## config.mk

```make
export PLATFORM = sky130hd
export DESIGN_NAME = msp_row_rle_encoder_unit
export DESIGN_NICKNAME = d
export VERILOG_FILES = /design/src/design/mrre_pkg.sv /design/src/design/mrre_ctrl.sv /design/src/design/mrre_dpath.sv /design/src/design/msp_row_rle_encoder_unit.sv
export SDC_FILE = /design/constraint.sdc
export NUM_CORES = 1
export LEC_CHECK = 0
export ABC_CLOCK_PERIOD_IN_PS = 5400
export BUFFER_PORTS_ARGS = -buffer_cell sky130_fd_sc_hd__buf_4
export CORE_UTILIZATION = 50
export CTS_CLUSTER_SIZE = 20
export DETAILED_ROUTE_END_ITERATION = 16
export PLACE_DENSITY = 0.67
export SYNTH_ARGS = -nofsm -noshare
export SYNTH_HDL_FRONTEND = slang
export SYNTH_HIERARCHICAL = 1
export SYNTH_SLANG_ARGS = --single-unit
export TNS_END_PERCENT = 20
```

## constraint.sdc

```tcl
create_clock -name clk -period 5.4 [get_ports clk]
set_input_delay 0.81 -clock clk [delete_from_list [all_inputs] [get_ports clk]]
set_output_delay 0.81 -clock clk [all_outputs]
set_load 0.02 [all_outputs]
```

## src/design/mrre_pkg.sv

```systemverilog
// ============================================================================
// mrre_pkg: shared types and constants of the bitmap row run-length encoder
// Sizes of the row buffer and code counters, and the command and status
// records that join the encoder controller and its datapath.
// ============================================================================
package mrre_pkg;

    // Row buffer depth and count cap
    localparam int ROW_BYTES = 32;
    localparam int MAX_COUNT = 255;
    // Longest code stream emitted for one row
    localparam int OUT_LIMIT = 64;

    localparam int ADDR_W = (ROW_BYTES > 1) ? $clog2(ROW_BYTES) : 1;
    localparam int POS_W  = $clog2(ROW_BYTES + 1);
    localparam int CNT_W  = $clog2(MAX_COUNT + 1);
    localparam int SUM_W  = ((POS_W > CNT_W) ? POS_W : CNT_W) + 1;
    localparam int OCNT_W = $clog2(OUT_LIMIT);
    localparam int LEN_W  = 7;

    // Segment count update
    typedef enum logic [2:0] {
        CNT_HOLD = 3'd0,
        CNT_ONE  = 3'd1,
        CNT_TWO  = 3'd2,
        CNT_INC  = 3'd3,
        CNT_TAIL = 3'd4,
        CNT_ZERO = 3'd5
    } cnt_sel_t;

    // Source of the next code byte
    typedef enum logic [1:0] {
        OSEL_ZERO  = 2'd0,
        OSEL_COUNT = 2'd1,
        OSEL_VALUE = 2'd2,
        OSEL_DATA  = 2'd3
    } out_sel_t;

    // Controller to datapath
    typedef struct packed {
        logic     read_pos;    // read buffer at segment start
        logic     read_next;   // read next address, shift compare window
        logic     take_first;  // capture first byte of segment
        cnt_sel_t cnt_sel;
        logic     pos_adv;     // move segment start past current segment
        logic     out_load;    // load a code byte into the output register
        out_sel_t out_sel;
        logic     seg_last;    // byte is the last one of its segment
    } mrre_cmd_t;

    // Datapath to controller
    typedef struct packed {
        logic one_left;    // only the segment's first byte remains in the row
        logic at_last;     // read data is the last byte of the row
        logic eq_first;    // read data equals the segment's first byte
        logic triple;      // three equal bytes end at the read data
        logic cnt_at_cap;  // one more count reaches the cap
        logic lit_last;    // read data is the last literal byte
        logic row_done;    // current segment ends the row
        logic limit_hit;   // next code byte is the last one allowed
        logic out_ok;      // output register can take a byte
    } mrre_stat_t;

endpackage

```

## src/design/mrre_ctrl.sv

```systemverilog
// ============================================================================
// mrre_ctrl: encoder sequencer
// Loads row bytes, then walks the row segment by segment: scan for a run or
// a literal, then emit its code bytes through the datapath output register.
// ============================================================================
module mrre_ctrl (
    input  logic                clk,
    input  logic                rst_n,
    input  logic                row_valid,
    input  logic                row_end,
    output logic                row_stall,
    input  mrre_pkg::mrre_stat_t stat,
    output mrre_pkg::mrre_cmd_t  cmd
);
    import mrre_pkg::*;

    typedef enum logic [10:0] {
        S_LOAD        = 11'b000_0000_0001,
        S_SCAN_ISSUE  = 11'b000_0000_0010,
        S_SCAN_FIRST  = 11'b000_0000_0100,
        S_SCAN_SECOND = 11'b000_0000_1000,
        S_SCAN_RUN    = 11'b000_0001_0000,
        S_SCAN_LIT    = 11'b000_0010_0000,
        S_RUN_ZERO    = 11'b000_0100_0000,
        S_RUN_COUNT   = 11'b000_1000_0000,
        S_RUN_VALUE   = 11'b001_0000_0000,
        S_LIT_COUNT   = 11'b010_0000_0000,
        S_LIT_DATA    = 11'b100_0000_0000
    } state_t;

    state_t state_reg;
    state_t state_next;
    logic   final_byte;

    // Last code byte of the row: end of last segment, or output limit
    assign final_byte = (((state_reg == S_RUN_VALUE) ||
                          ((state_reg == S_LIT_DATA) && stat.lit_last)) && stat.row_done) ||
                        stat.limit_hit;

    assign row_stall = (state_reg != S_LOAD);

    // Next state and commands
    always_comb
    begin
        state_next = state_reg;
        cmd        = '0;
        cmd.cnt_sel = CNT_HOLD;
        cmd.out_sel = OSEL_ZERO;
        unique case (state_reg)
            S_LOAD:
            begin
                if (row_valid && row_end)
                begin
                    state_next = S_SCAN_ISSUE;
                end
            end
            S_SCAN_ISSUE:
            begin
                cmd.read_pos = 1'b1;
                state_next   = S_SCAN_FIRST;
            end
            S_SCAN_FIRST:
            begin
                cmd.take_first = 1'b1;
                cmd.read_next  = 1'b1;
                if (stat.one_left)
                begin
                    cmd.cnt_sel = CNT_ONE;
                    state_next  = S_LIT_COUNT;
                end
                else
                begin
                    state_next = S_SCAN_SECOND;
                end
            end
            S_SCAN_SECOND:
            begin
                cmd.read_next = 1'b1;
                if (stat.eq_first)
                begin
                    cmd.cnt_sel = CNT_TWO;
                    if (stat.at_last || (MAX_COUNT == 2))
                        state_next = S_RUN_ZERO;
                    else
                        state_next = S_SCAN_RUN;
                end
                else if (stat.at_last)
                begin
                    cmd.cnt_sel = CNT_TAIL;
                    state_next  = S_LIT_COUNT;
                end
                else
                begin
                    // count each literal byte once no triple starts at it
                    cmd.cnt_sel = CNT_ZERO;
                    state_next  = S_SCAN_LIT;
                end
            end
            S_SCAN_RUN:
            begin
                cmd.read_next = 1'b1;
                if (stat.eq_first)
                begin
                    cmd.cnt_sel = CNT_INC;
                    if (stat.at_last || stat.cnt_at_cap)
                        state_next = S_RUN_ZERO;
                end
                else
                begin
                    state_next = S_RUN_ZERO;
                end
            end
            S_SCAN_LIT:
            begin
                cmd.read_next = 1'b1;
                if (stat.triple)
                begin
                    state_next = S_LIT_COUNT;
                end
                else if (stat.at_last)
                begin
                    cmd.cnt_sel = CNT_TAIL;
                    state_next  = S_LIT_COUNT;
                end
                else
                begin
                    cmd.cnt_sel = CNT_INC;
                    if (stat.cnt_at_cap)
                        state_next = S_LIT_COUNT;
                end
            end
            S_RUN_ZERO:
            begin
                cmd.out_sel = OSEL_ZERO;
                if (stat.out_ok)
                begin
                    cmd.out_load = 1'b1;
                    state_next   = final_byte ? S_LOAD : S_RUN_COUNT;
                end
            end
            S_RUN_COUNT:
            begin
                cmd.out_sel = OSEL_COUNT;
                if (stat.out_ok)
                begin
                    cmd.out_load = 1'b1;
                    state_next   = final_byte ? S_LOAD : S_RUN_VALUE;
                end
            end
            S_RUN_VALUE:
            begin
                cmd.out_sel  = OSEL_VALUE;
                cmd.seg_last = 1'b1;
                if (stat.out_ok)
                begin
                    cmd.out_load = 1'b1;
                    cmd.pos_adv  = 1'b1;
                    state_next   = final_byte ? S_LOAD : S_SCAN_ISSUE;
                end
            end
            S_LIT_COUNT:
            begin
                cmd.out_sel = OSEL_COUNT;
                if (stat.out_ok)
                begin
                    // prefetch the first literal byte with the count
                    cmd.out_load = 1'b1;
                    cmd.read_pos = 1'b1;
                    state_next   = final_byte ? S_LOAD : S_LIT_DATA;
                end
            end
            S_LIT_DATA:
            begin
                cmd.out_sel  = OSEL_DATA;
                cmd.seg_last = stat.lit_last;
                if (stat.out_ok)
                begin
                    cmd.out_load = 1'b1;
                    if (stat.lit_last)
                    begin
                        cmd.pos_adv = 1'b1;
                        state_next  = final_byte ? S_LOAD : S_SCAN_ISSUE;
                    end
                    else
                    begin
                        cmd.read_next = 1'b1;
                        state_next    = final_byte ? S_LOAD : S_LIT_DATA;
                    end
                end
            end
            default:
            begin
                state_next = S_LOAD;
            end
        endcase
    end

    // State register
    always_ff @(posedge clk or negedge rst_n)
    begin
        if (!rst_n)
            state_reg <= S_LOAD;
        else
            state_reg <= state_next;
    end

endmodule

```

## src/design/mrre_dpath.sv

```systemverilog
// ============================================================================
// mrre_dpath: row buffer and code datapath
// Holds the row buffer memory, the segment start and count, the compare
// window used while scanning, and the output register of the code stream.
// ============================================================================
module mrre_dpath (
    input  logic                          clk,
    input  logic                          rst_n,
    input  logic                          row_accept,
    input  logic [7:0]                    row_byte,
    input  logic                          row_end,
    input  mrre_pkg::mrre_cmd_t           cmd,
    output mrre_pkg::mrre_stat_t          stat,
    input  logic                          code_stall,
    output logic                          code_valid,
    output logic [7:0]                    code_byte,
    output logic                          code_end,
    output logic [mrre_pkg::LEN_W-1:0]    coded_length
);
    import mrre_pkg::*;

    // Row buffer
    logic [7:0]       mem [0:ROW_BYTES-1];
    logic [7:0]       rd_data_reg;

    logic [POS_W-1:0] fill_reg;
    logic [POS_W-1:0] fill_inc;
    logic [POS_W-1:0] row_len_reg;
    logic [POS_W-1:0] pos_reg;
    logic [POS_W-1:0] addr_reg;
    logic [POS_W-1:0] dat_idx_reg;
    logic [CNT_W-1:0] cnt_reg;
    logic [CNT_W-1:0] cnt_next;
    logic [7:0]       first_reg;
    logic [7:0]       prev1_reg;
    logic [7:0]       prev2_reg;
    logic [OCNT_W-1:0] ocnt_reg;

    logic             out_valid_reg;
    logic [7:0]       out_byte_reg;
    logic             out_end_reg;
    logic [LEN_W-1:0] out_len_reg;
    logic [7:0]       out_byte_next;
    logic             out_final;

    logic [SUM_W-1:0] seg_end;
    logic [SUM_W-1:0] tail;
    logic [SUM_W-1:0] dat_inc;

    // Fill count saturates at the buffer depth
    assign fill_inc = (fill_reg < POS_W'(ROW_BYTES)) ? fill_reg + 1'b1 : fill_reg;

    // Load row bytes, restart on row end
    always_ff @(posedge clk or negedge rst_n)
    begin
        if (!rst_n)
        begin
            fill_reg    <= '0;
            row_len_reg <= '0;
        end
        else if (row_accept)
        begin
            if (row_end)
            begin
                fill_reg    <= '0;
                row_len_reg <= fill_inc;
            end
            else
            begin
                fill_reg <= fill_inc;
            end
        end
    end

    // Memory write and registered read
    always_ff @(posedge clk)
    begin
        if (row_accept && (fill_reg < POS_W'(ROW_BYTES)))
            mem[fill_reg[ADDR_W-1:0]] <= row_byte;
        if (cmd.read_pos)
            rd_data_reg <= mem[pos_reg[ADDR_W-1:0]];
        else if (cmd.read_next)
            rd_data_reg <= mem[addr_reg[ADDR_W-1:0]];
    end

    // Read address, index of read data, compare window
    always_ff @(posedge clk)
    begin
        if (cmd.read_pos)
        begin
            addr_reg    <= pos_reg + 1'b1;
            dat_idx_reg <= pos_reg;
        end
        else if (cmd.read_next)
        begin
            addr_reg    <= addr_reg + 1'b1;
            dat_idx_reg <= addr_reg;
            prev2_reg   <= prev1_reg;
            prev1_reg   <= rd_data_reg;
        end
        if (cmd.take_first)
            first_reg <= rd_data_reg;
    end

    assign seg_end = SUM_W'(pos_reg) + SUM_W'(cnt_reg);
    assign tail    = SUM_W'(row_len_reg - pos_reg);
    assign dat_inc = SUM_W'(dat_idx_reg) + 1'b1;

    // Segment count
    always_comb
    begin
        case (cmd.cnt_sel)
            CNT_HOLD: cnt_next = cnt_reg;
            CNT_ONE:  cnt_next = CNT_W'(1);
            CNT_TWO:  cnt_next = CNT_W'(2);
            CNT_INC:  cnt_next = cnt_reg + 1'b1;
            CNT_TAIL: cnt_next = (tail > SUM_W'(MAX_COUNT)) ? CNT_W'(MAX_COUNT)
                                                           : tail[CNT_W-1:0];
            CNT_ZERO: cnt_next = '0;
            default:  cnt_next = cnt_reg;
        endcase
    end

    always_ff @(posedge clk)
    begin
        cnt_reg <= cnt_next;
    end

    // Segment start: clear on row end, advance after each segment
    always_ff @(posedge clk or negedge rst_n)
    begin
        if (!rst_n)
            pos_reg <= '0;
        else if (row_accept && row_end)
            pos_reg <= '0;
        else if (cmd.pos_adv)
            pos_reg <= seg_end[POS_W-1:0];
    end

    // Status
    assign stat.one_left   = (SUM_W'(pos_reg) + 1'b1) == SUM_W'(row_len_reg);
    assign stat.at_last    = dat_inc == SUM_W'(row_len_reg);
    assign stat.eq_first   = rd_data_reg == first_reg;
    assign stat.triple     = (prev2_reg == prev1_reg) && (prev1_reg == rd_data_reg);
    assign stat.cnt_at_cap = cnt_reg == CNT_W'(MAX_COUNT - 1);
    assign stat.lit_last   = dat_inc == seg_end;
    assign stat.row_done   = seg_end == SUM_W'(row_len_reg);
    assign stat.limit_hit  = ocnt_reg == OCNT_W'(OUT_LIMIT - 1);
    assign stat.out_ok     = !out_valid_reg || !code_stall;

    assign out_final = (cmd.seg_last && stat.row_done) || stat.limit_hit;

    // Code byte select
    always_comb
    begin
        unique case (cmd.out_sel)
            OSEL_ZERO:  out_byte_next = 8'd0;
            OSEL_COUNT: out_byte_next = 8'(cnt_reg);
            OSEL_VALUE: out_byte_next = first_reg;
            OSEL_DATA:  out_byte_next = rd_data_reg;
        endcase
    end

    // Output register: hold while stalled, drop after transfer
    always_ff @(posedge clk or negedge rst_n)
    begin
        if (!rst_n)
        begin
            out_valid_reg <= 1'b0;
            ocnt_reg      <= '0;
        end
        else if (cmd.out_load)
        begin
            out_valid_reg <= 1'b1;
            ocnt_reg      <= out_final ? '0 : ocnt_reg + 1'b1;
        end
        else if (!code_stall)
        begin
            out_valid_reg <= 1'b0;
        end
    end

    always_ff @(posedge clk)
    begin
        if (cmd.out_load)
        begin
            out_byte_reg <= out_byte_next;
            out_end_reg  <= out_final;
            out_len_reg  <= out_final ? LEN_W'(ocnt_reg) + 1'b1 : '0;
        end
    end

    assign code_valid   = out_valid_reg;
    assign code_byte    = out_byte_reg;
    assign code_end     = out_end_reg;
    assign coded_length = out_len_reg;

    // Controller loads the output register only when it can take a byte
    a_load_ok: assert property (@(posedge clk) disable iff (!rst_n)
        cmd.out_load |-> stat.out_ok)
        else $error("code byte loaded into a full output register");

    // A count byte never goes out as zero or above the cap
    a_count_range: assert property (@(posedge clk) disable iff (!rst_n)
        (cmd.out_load && (cmd.out_sel == OSEL_COUNT)) |->
            ((cnt_reg != '0) && (SUM_W'(cnt_reg) <= SUM_W'(MAX_COUNT))))
        else $error("segment count out of range");

    // Segment start never passes the row length
    a_pos_bound: assert property (@(posedge clk) disable iff (!rst_n)
        pos_reg <= row_len_reg)
        else $error("segment start beyond row length");

    // Length field is nonzero exactly on the last code byte
    a_len_end: assert property (@(posedge clk) disable iff (!rst_n)
        out_valid_reg |-> (out_end_reg == (out_len_reg != '0)))
        else $error("coded length does not match end mark");

endmodule

```

## src/design/msp_row_rle_encoder_unit.sv

```systemverilog
// ============================================================================
// msp_row_rle_encoder_unit: bitmap row run-length encoder
// Buffers one bitmap row and emits its run-length code at the row's end.
// ============================================================================
// Row bytes transfer one per cycle into a 32-byte row buffer; bytes beyond
// 32 are dropped but the row still closes on row_end. After row_end the
// input stalls while the row is coded from the buffer through its single
// read port: each segment is first scanned, then emitted at one code byte
// per cycle (3 for a repeat, 1 + count for a literal) when the output is
// not stalled. The last code byte carries code_end and the row's coded
// length. The input reopens as soon as the last code byte sits in the
// output register. No clearing pass is needed after reset.
// ============================================================================
module msp_row_rle_encoder_unit (
    input  logic                       clk,
    input  logic                       rst_n,
    input  logic                       row_valid,
    output logic                       row_stall,
    input  logic [7:0]                 row_byte,
    input  logic                       row_end,
    output logic                       code_valid,
    input  logic                       code_stall,
    output logic [7:0]                 code_byte,
    output logic                       code_end,
    output logic [mrre_pkg::LEN_W-1:0] coded_length
);
    import mrre_pkg::*;

    mrre_cmd_t  cmd;
    mrre_stat_t stat;
    logic       row_accept;

    assign row_accept = row_valid && !row_stall;

    // Sequencer
    mrre_ctrl u_ctrl (
        .clk       (clk),
        .rst_n     (rst_n),
        .row_valid (row_valid),
        .row_end   (row_end),
        .row_stall (row_stall),
        .stat      (stat),
        .cmd       (cmd)
    );

    // Row buffer and code datapath
    mrre_dpath u_dpath (
        .clk          (clk),
        .rst_n        (rst_n),
        .row_accept   (row_accept),
        .row_byte     (row_byte),
        .row_end      (row_end),
        .cmd          (cmd),
        .stat         (stat),
        .code_stall   (code_stall),
        .code_valid   (code_valid),
        .code_byte    (code_byte),
        .code_end     (code_end),
        .coded_length (coded_length)
    );

endmodule

```

==> results.toml, run 1 <==
[critical_path]
max_stage_delay_ns = 0.57
cp_data_arrival_time_ns = 4.91
cp.required_ns = 5.79
path_cells = "ha_1, inv_1, fa_1, nand2b_1, a21oi_2, xor2_1, xor2_1, nand3_1, nor4_1, nand3b_1, a2111oi_2, inv_1, nand4bb_1, o21ai_2, a21boi_1"
crit_family = "compound AO/OA/AOI/OAI gates"
crit_path_start_kind = "register"
endpoint_kind = "register"
crit_buf_inv = 2
path_class = "reg -> reg"
cp_max_fo = 8
cp_slowest_cell = "a2111oi_2"
r2r_setup_slack_ns = 0.88

[grt]
grt_pass1_wl_um = 65200
grt_pass1_vias = 10400
grtUsageTotal_pct = 23.4
antenna_found_initial = 0
grt_start_max_net_pins = 69
grt-ovfl-total = 0

[routing]
drc = 0
avgViaCountPerCell = 6.41
wire_per_inst_um = 26.0
vias = 10500
ant_nets = 0
first_pass_iters = 7
drtIter0Drc = 860
routed_wl_um = 42600

[cts]
cts.sinks = 365
cts_hold_buf = 0
post_cts_buffers = 0
htree_levels = 2
cts_tree = "built"
ctsResizeCount = 0
cts_made_buffers = 40
cts_root_buffer = "clkbuf_16"
clockBufferDepth = 3
clk_pin_slew_ns = 0.06
clkLatencyLatePin_ns = 0.55

[timing]
layout_setup_ws_ns = 0.876
timing_hold_violations_final = 0
max_slew_margin_pct = 20.3
clock_skew_ns = 0.0303
totalNegativeSetupSlack_ns = 0
max_freq_ghz = 0.221
rsz0062_at_grt = "no"
fin_crit_sh_pct = 83.8
worstMarginPinSlew_ns = 1.20
finalCriticalPeriod_ns = 4.52
maxSlewViolCount = 0
setup_violations = 0

[logic_synthesis]
netlist_instances = 1130
synth-xor-area-share_pct = 3.24
synthArstFlopShare_pct = 9.86
synth_top_family_by_area = "multiplexers"
synth_compound_area_share_pct = 4.66
synth_flop_cell = "edfxtp_1"
ys_warn_count = 6
synth.ff_latch_count = 365
synth_nets = 1167
synthAdderAreaFrac_pct = 1.72
synth_cell_types = 80
avgSynthCellArea_um2 = 16.2
syn-cell-area_um2 = 18300
ys_seq_area_share_pct = 58.7
yosys.area_share.simple_pct = 7.58
synthMuxAreaShare_pct = 21.6
synth_edf_count = 324

[placed_design]
place.gp.congestion = 0.944
place_ws_ns = 0.867
placed_cells = 1571
dp_hpwl_um = 29000
place_area_um2 = 18900
port_buffers = 30

[run]
maxCapViolCount = 0

[finish]
drive_gt1_share_pct = 24.7
finalNetCount = 1189
area_growth_pct = 9.92
fin_area_um2 = 20100
final_util_pct = 56.3
diodes = 0
largest_reg_flops = 256
fin_cells = 1642

[floorplanning]
core_um2 = 35700
die_y_um = 193
rows = 69
die_x_um = 193
die-area_um2 = 37400
initial_utilization_pct = 51.2
io_pins = 31

[power]
power_density_nw_per_um2 = 430
p_leak_nw = 6.63
peakVddDrop_mv = 0.320

[status]
outcome = "completed"

[hold_path]
min-delay-path-class = "in -> async"
## worst reg2reg max path: cells and delay by family, from the launching register on
family / cells / cell delay [ns]
compound gates: 4 / 1.35
xor+xnor: 2 / 0.44
fa+ha+maj: 2 / 0.68
buf+inv: 2 / 0.13
flops: 1 / 0.49
simple gates: 5 / 1.29
## cell usage after synthesis (16+ instances only)
| master | instances | area [um2] |
|---|---|---|
| buf_2 | 16 | 80.1 |
| nor3_1 | 20 | 100 |
| edfxtp_1 | 324 | 9730 |
| inv_1 | 26 | 97.6 |
| a21oi_1 | 25 | 125 |
| nand3_1 | 22 | 110 |
| clkbuf_1 | 30 | 113 |
| dfrtp_1 | 35 | 876 |
| xnor2_1 | 39 | 342 |
| nor2b_1 | 23 | 144 |
| ha_1 | 22 | 275 |
| xor2_1 | 26 | 228 |
| mux2_2 | 20 | 225 |
| nand2_1 | 53 | 199 |
| mux4_2 | 149 | 3360 |
| nor2_1 | 79 | 297 |
## cells by family after synthesis
family / count (synthesis)
buf+inv: 93
xor+xnor: 66
mux: 189
compound gates: 124
simple gates: 269
fa+ha+maj: 24
flops: 365
## layout by cell type (no fill, tap or decap), types with 5 or more instances in the layout
cell type  count
edfxtp_1     324
mux4_2       149
nor2_1        79
nand2_1       53
buf_4         44
clkbuf_16     41
xnor2_1       39
dfrtp_1       33
inv_1         26
xor2_1        26
a21oi_1       25
nor2b_1       23
nand3_1       22
ha_1          22
nor3_1        20
mux2_2        20
and3_1        13
o21ai_0       12
clkinv_1      11
a211oi_1      11
a22o_1        10
o22ai_1        9
mux2i_1        9
mux4_1         9
a21o_1         8
and2_1         8
a31oi_1        8
clkinv_2       7
nand2b_1       7
o21ai_1        7
nand4_1        6
clkbuf_1       5
o211ai_1       5
o221ai_1       5
## routing by layer
metal  vias to the layer above  track usage (%)  routed length [um]
met5                         -                0                   0
met4                         0             6.49                1060
met3                        68             3.36                2510
met2                       380             39.7               21600
met1                      5468             31.7               17400
li1                       4602                -                   -
## path summary, 6_finish.rpt
| path | from | end | cells after the start |
|---|---|---|---|
| setup / recovery | u_dpath/cnt_reg[0] | u_dpath/coded_length[5] | 15 |
| hold / removal | rst_n | u_dpath/code_valid | 1 |
| setup reg to reg | u_dpath/cnt_reg[0] | u_dpath/coded_length[5] | 15 |
| hold reg to reg | u_dpath/prev1_reg[2] | u_dpath/prev2_reg[2] | 0 |
| max in group asynchronous | rst_n | u_dpath/pos_reg[0] | 1 |
| min in group clk | u_dpath/prev1_reg[2] | u_dpath/prev2_reg[2] | 0 |
## power breakdown
group,leakage [nW],internal (mW),total (mW),switching [mW]
registers,3.40,3.36,3.74,0.381
logic,2.62,1.14,2.32,1.18
clock network,0.613,1.48,2.59,1.11
total,6.63,5.98,8.65,2.67
## through the flow
step	total power [mW]	hold WS (ns)
floorplan	5.42	0.443
global placement	6.07	0.456
detailed placement	6.10	0.467
CTS	8.70	0.227
global route	8.98	0.251
finish	8.65	0.225
## area by class of cell
class	instances	area, um2
Clock buffer	48	1070
Clock inverter	23	175
Fill cell	2796	15600
Inverter	29	109
Multi-Input combinational cell	672	7100
Sequential cell	365	10700
Tap cell	461	577
Timing Repair Buffer	44	330
Power figures use the tool's default switching activity.
==> inputs of run 2 (changes only) <==
--- a/config.mk
+++ b/config.mk
@@ -5,12 +5,12 @@
 export SDC_FILE = /design/constraint.sdc
 export NUM_CORES = 1
 export LEC_CHECK = 0
-export ABC_CLOCK_PERIOD_IN_PS = 5400
+export ABC_CLOCK_PERIOD_IN_PS = 4019
 export BUFFER_PORTS_ARGS = -buffer_cell sky130_fd_sc_hd__buf_4
 export CORE_UTILIZATION = 50
 export CTS_CLUSTER_SIZE = 20
 export DETAILED_ROUTE_END_ITERATION = 16
-export PLACE_DENSITY = 0.67
+export PLACE_DENSITY = 0.69
 export SYNTH_ARGS = -nofsm -noshare
 export SYNTH_HDL_FRONTEND = slang
 export SYNTH_HIERARCHICAL = 1
==> constraint.sdc (replaced) <==
create_clock -name clk -period 4.02 [get_ports clk]
set_input_delay 0.603 -clock clk [delete_from_list [all_inputs] [get_ports clk]]
set_output_delay 0.603 -clock clk [all_outputs]
set_load 0.02 [all_outputs]
==> results.toml, run 2 (synthesis gave the netlist of run 1 again) <==
[status]
outcome = "completed"

[finish]
largest_reg_flops = 256
final_cell_mix = "edfxtp_1 (324), mux4_2 (149), buf_4 (96)"
fin_area_um2 = 20600
final_util_pct = 57.8
drive_gt1_share_pct = 28.5
mostFrequentLayoutCell = "edfxtp_1"
area_growth_pct = 12.8
finalNetCount = 1243

[placed_design]
place_area_um2 = 19300
port_buffers = 30
place_ws_ns = 0.0637
dp_hpwl_um = 29600
place.gp.congestion = 0.915

[timing]
layout_setup_ws_ns = 0.187
worstMarginPinSlew_ns = 1.10
hold_slack_ns = 0.0452
clock_skew_ns = 0.0347
finalCriticalPeriod_ns = 3.83
max_slew_margin_pct = 26.9
timing_hold_violations_final = 0
setup_violations = 0
maxSlewViolCount = 0
fin_crit_sh_pct = 95.3
max_freq_ghz = 0.261

[grt]
grt-ovfl-total = 0
grtUsageTotal_pct = 23.8
grt_start_max_net_pins = 68
grt_pass1_wl_um = 66800
grt_pass1_vias = 10800
antenna_found_initial = 1

[routing]
first_pass_iters = 9
drtIter0Drc = 940
avgViaCountPerCell = 6.25
vias = 10600
drc = 0
ant_nets = 0
routed_wl_um = 43200
wire_per_inst_um = 25.4

[power]
p_leak_nw = 6.94
power_density_nw_per_um2 = 572
peakVddDrop_mv = 0.553

[cts]
htree_levels = 2
clkLatencyLatePin_ns = 0.55
cts_root_buffer = "clkbuf_16"
cts_hold_buf = 0
cts_tree = "built"
cts.sinks = 365
clk_pin_slew_ns = 0.06
cts_made_buffers = 40
clockBufferDepth = 3

[floorplanning]
die_x_um = 193
initial_utilization_pct = 51.2
die_y_um = 193
die-area_um2 = 37400
io_pins = 31
core_um2 = 35700
rows = 69

[hold_path]
min-delay-path-class = "in -> async"

[critical_path]
cp_data_arrival_time_ns = 4.23
endpoint_kind = "register"
crit_path_start_kind = "register"
r2r_cells = 17
cp_max_fo = 8
cp.required_ns = 4.42
path_class = "reg -> reg"

[run]
maxCapViolCount = 0
==> run 2: repair_timing <==
action	4_1_cts	5_1_grt
resized for setup	0	6
setup endpoints to repair	0	26
setup buffers	0	0
==> run 2: stage by stage <==
| step | std cells | total power [mW] | TNS (ns) |
|---|---|---|---|
| 2_1_floorplan | 1130 | 7.27 | -0.189 |
| 3_3_place_gp | 1625 | 8.18 | 0 |
| 3_5_place_dp | 1625 | 8.22 | 0 |
| 4_1_cts | 1698 | 11.9 | 0 |
| 5_1_grt | 1698 | 12.3 | -0.0311 |
| 6_report | 1699 | 11.8 | 0 |
==> run 2: routing by layer <==
layer / GRT usage, % / up-vias / part of all wire, %
met5: 0 / - / 0
met4: 7.59 / 0 / 3.0
met3: 3.49 / 73 / 6.0
met2: 40.6 / 383 / 51
met1: 31.5 / 5463 / 40
li1: - / 4695 / -
==> run 2: area by class of cell <==
class                   count  area, um2
clock inverters            24        258
diodes                      1       2.50
fillers                  2732      15100
well taps                 461        577
multi-input cells         672       7140
repair buffers             98        761
clock buffers              49       1060
inverters                  29        109
flip-flops and latches    365      10700
==> run 2: power by group <==
group,leakage (nW),internal (mW),total (mW),switching (mW)
sequential,3.40,4.50,4.96,0.456
combinational,2.91,1.60,3.22,1.62
clock,0.636,2.14,3.63,1.49
total,6.94,8.25,11.8,3.56
==> run 2: final timing paths <==
check / startpoint / to / slack, ns
worst max-delay path: u_dpath/pos_reg[0] / u_dpath/coded_length[5] / 0.19
worst min-delay path: rst_n / u_dpath/pos_reg[3] / 0.05
worst max register to register: u_dpath/pos_reg[0] / u_dpath/coded_length[5] / 0.19
worst min register to register: u_dpath/prev1_reg[2] / u_dpath/prev2_reg[2] / 0.48
max in group asynchronous: rst_n / u_dpath/pos_reg[0] / 3.58
min in group clk: row_end / u_dpath/fill_reg[4] / 0.36
==> run 2: worst max-delay path, cell delays in order, from the launching register on <==
cell and delay [ns]:
dfrtp_4 0.41, ha_1 0.18, inv_1 0.07, fa_1 0.45
nand2b_1 0.17, a21oi_2 0.20, xor2_2 0.20, xor2_1 0.18
nand3_1 0.13, nor4_2 0.26, buf_4 0.15, nand3b_1 0.11
a2111oi_4 0.40, inv_1 0.06, nand4bb_1 0.18, buf_4 0.19
o21ai_2 0.14, a21boi_2 0.22
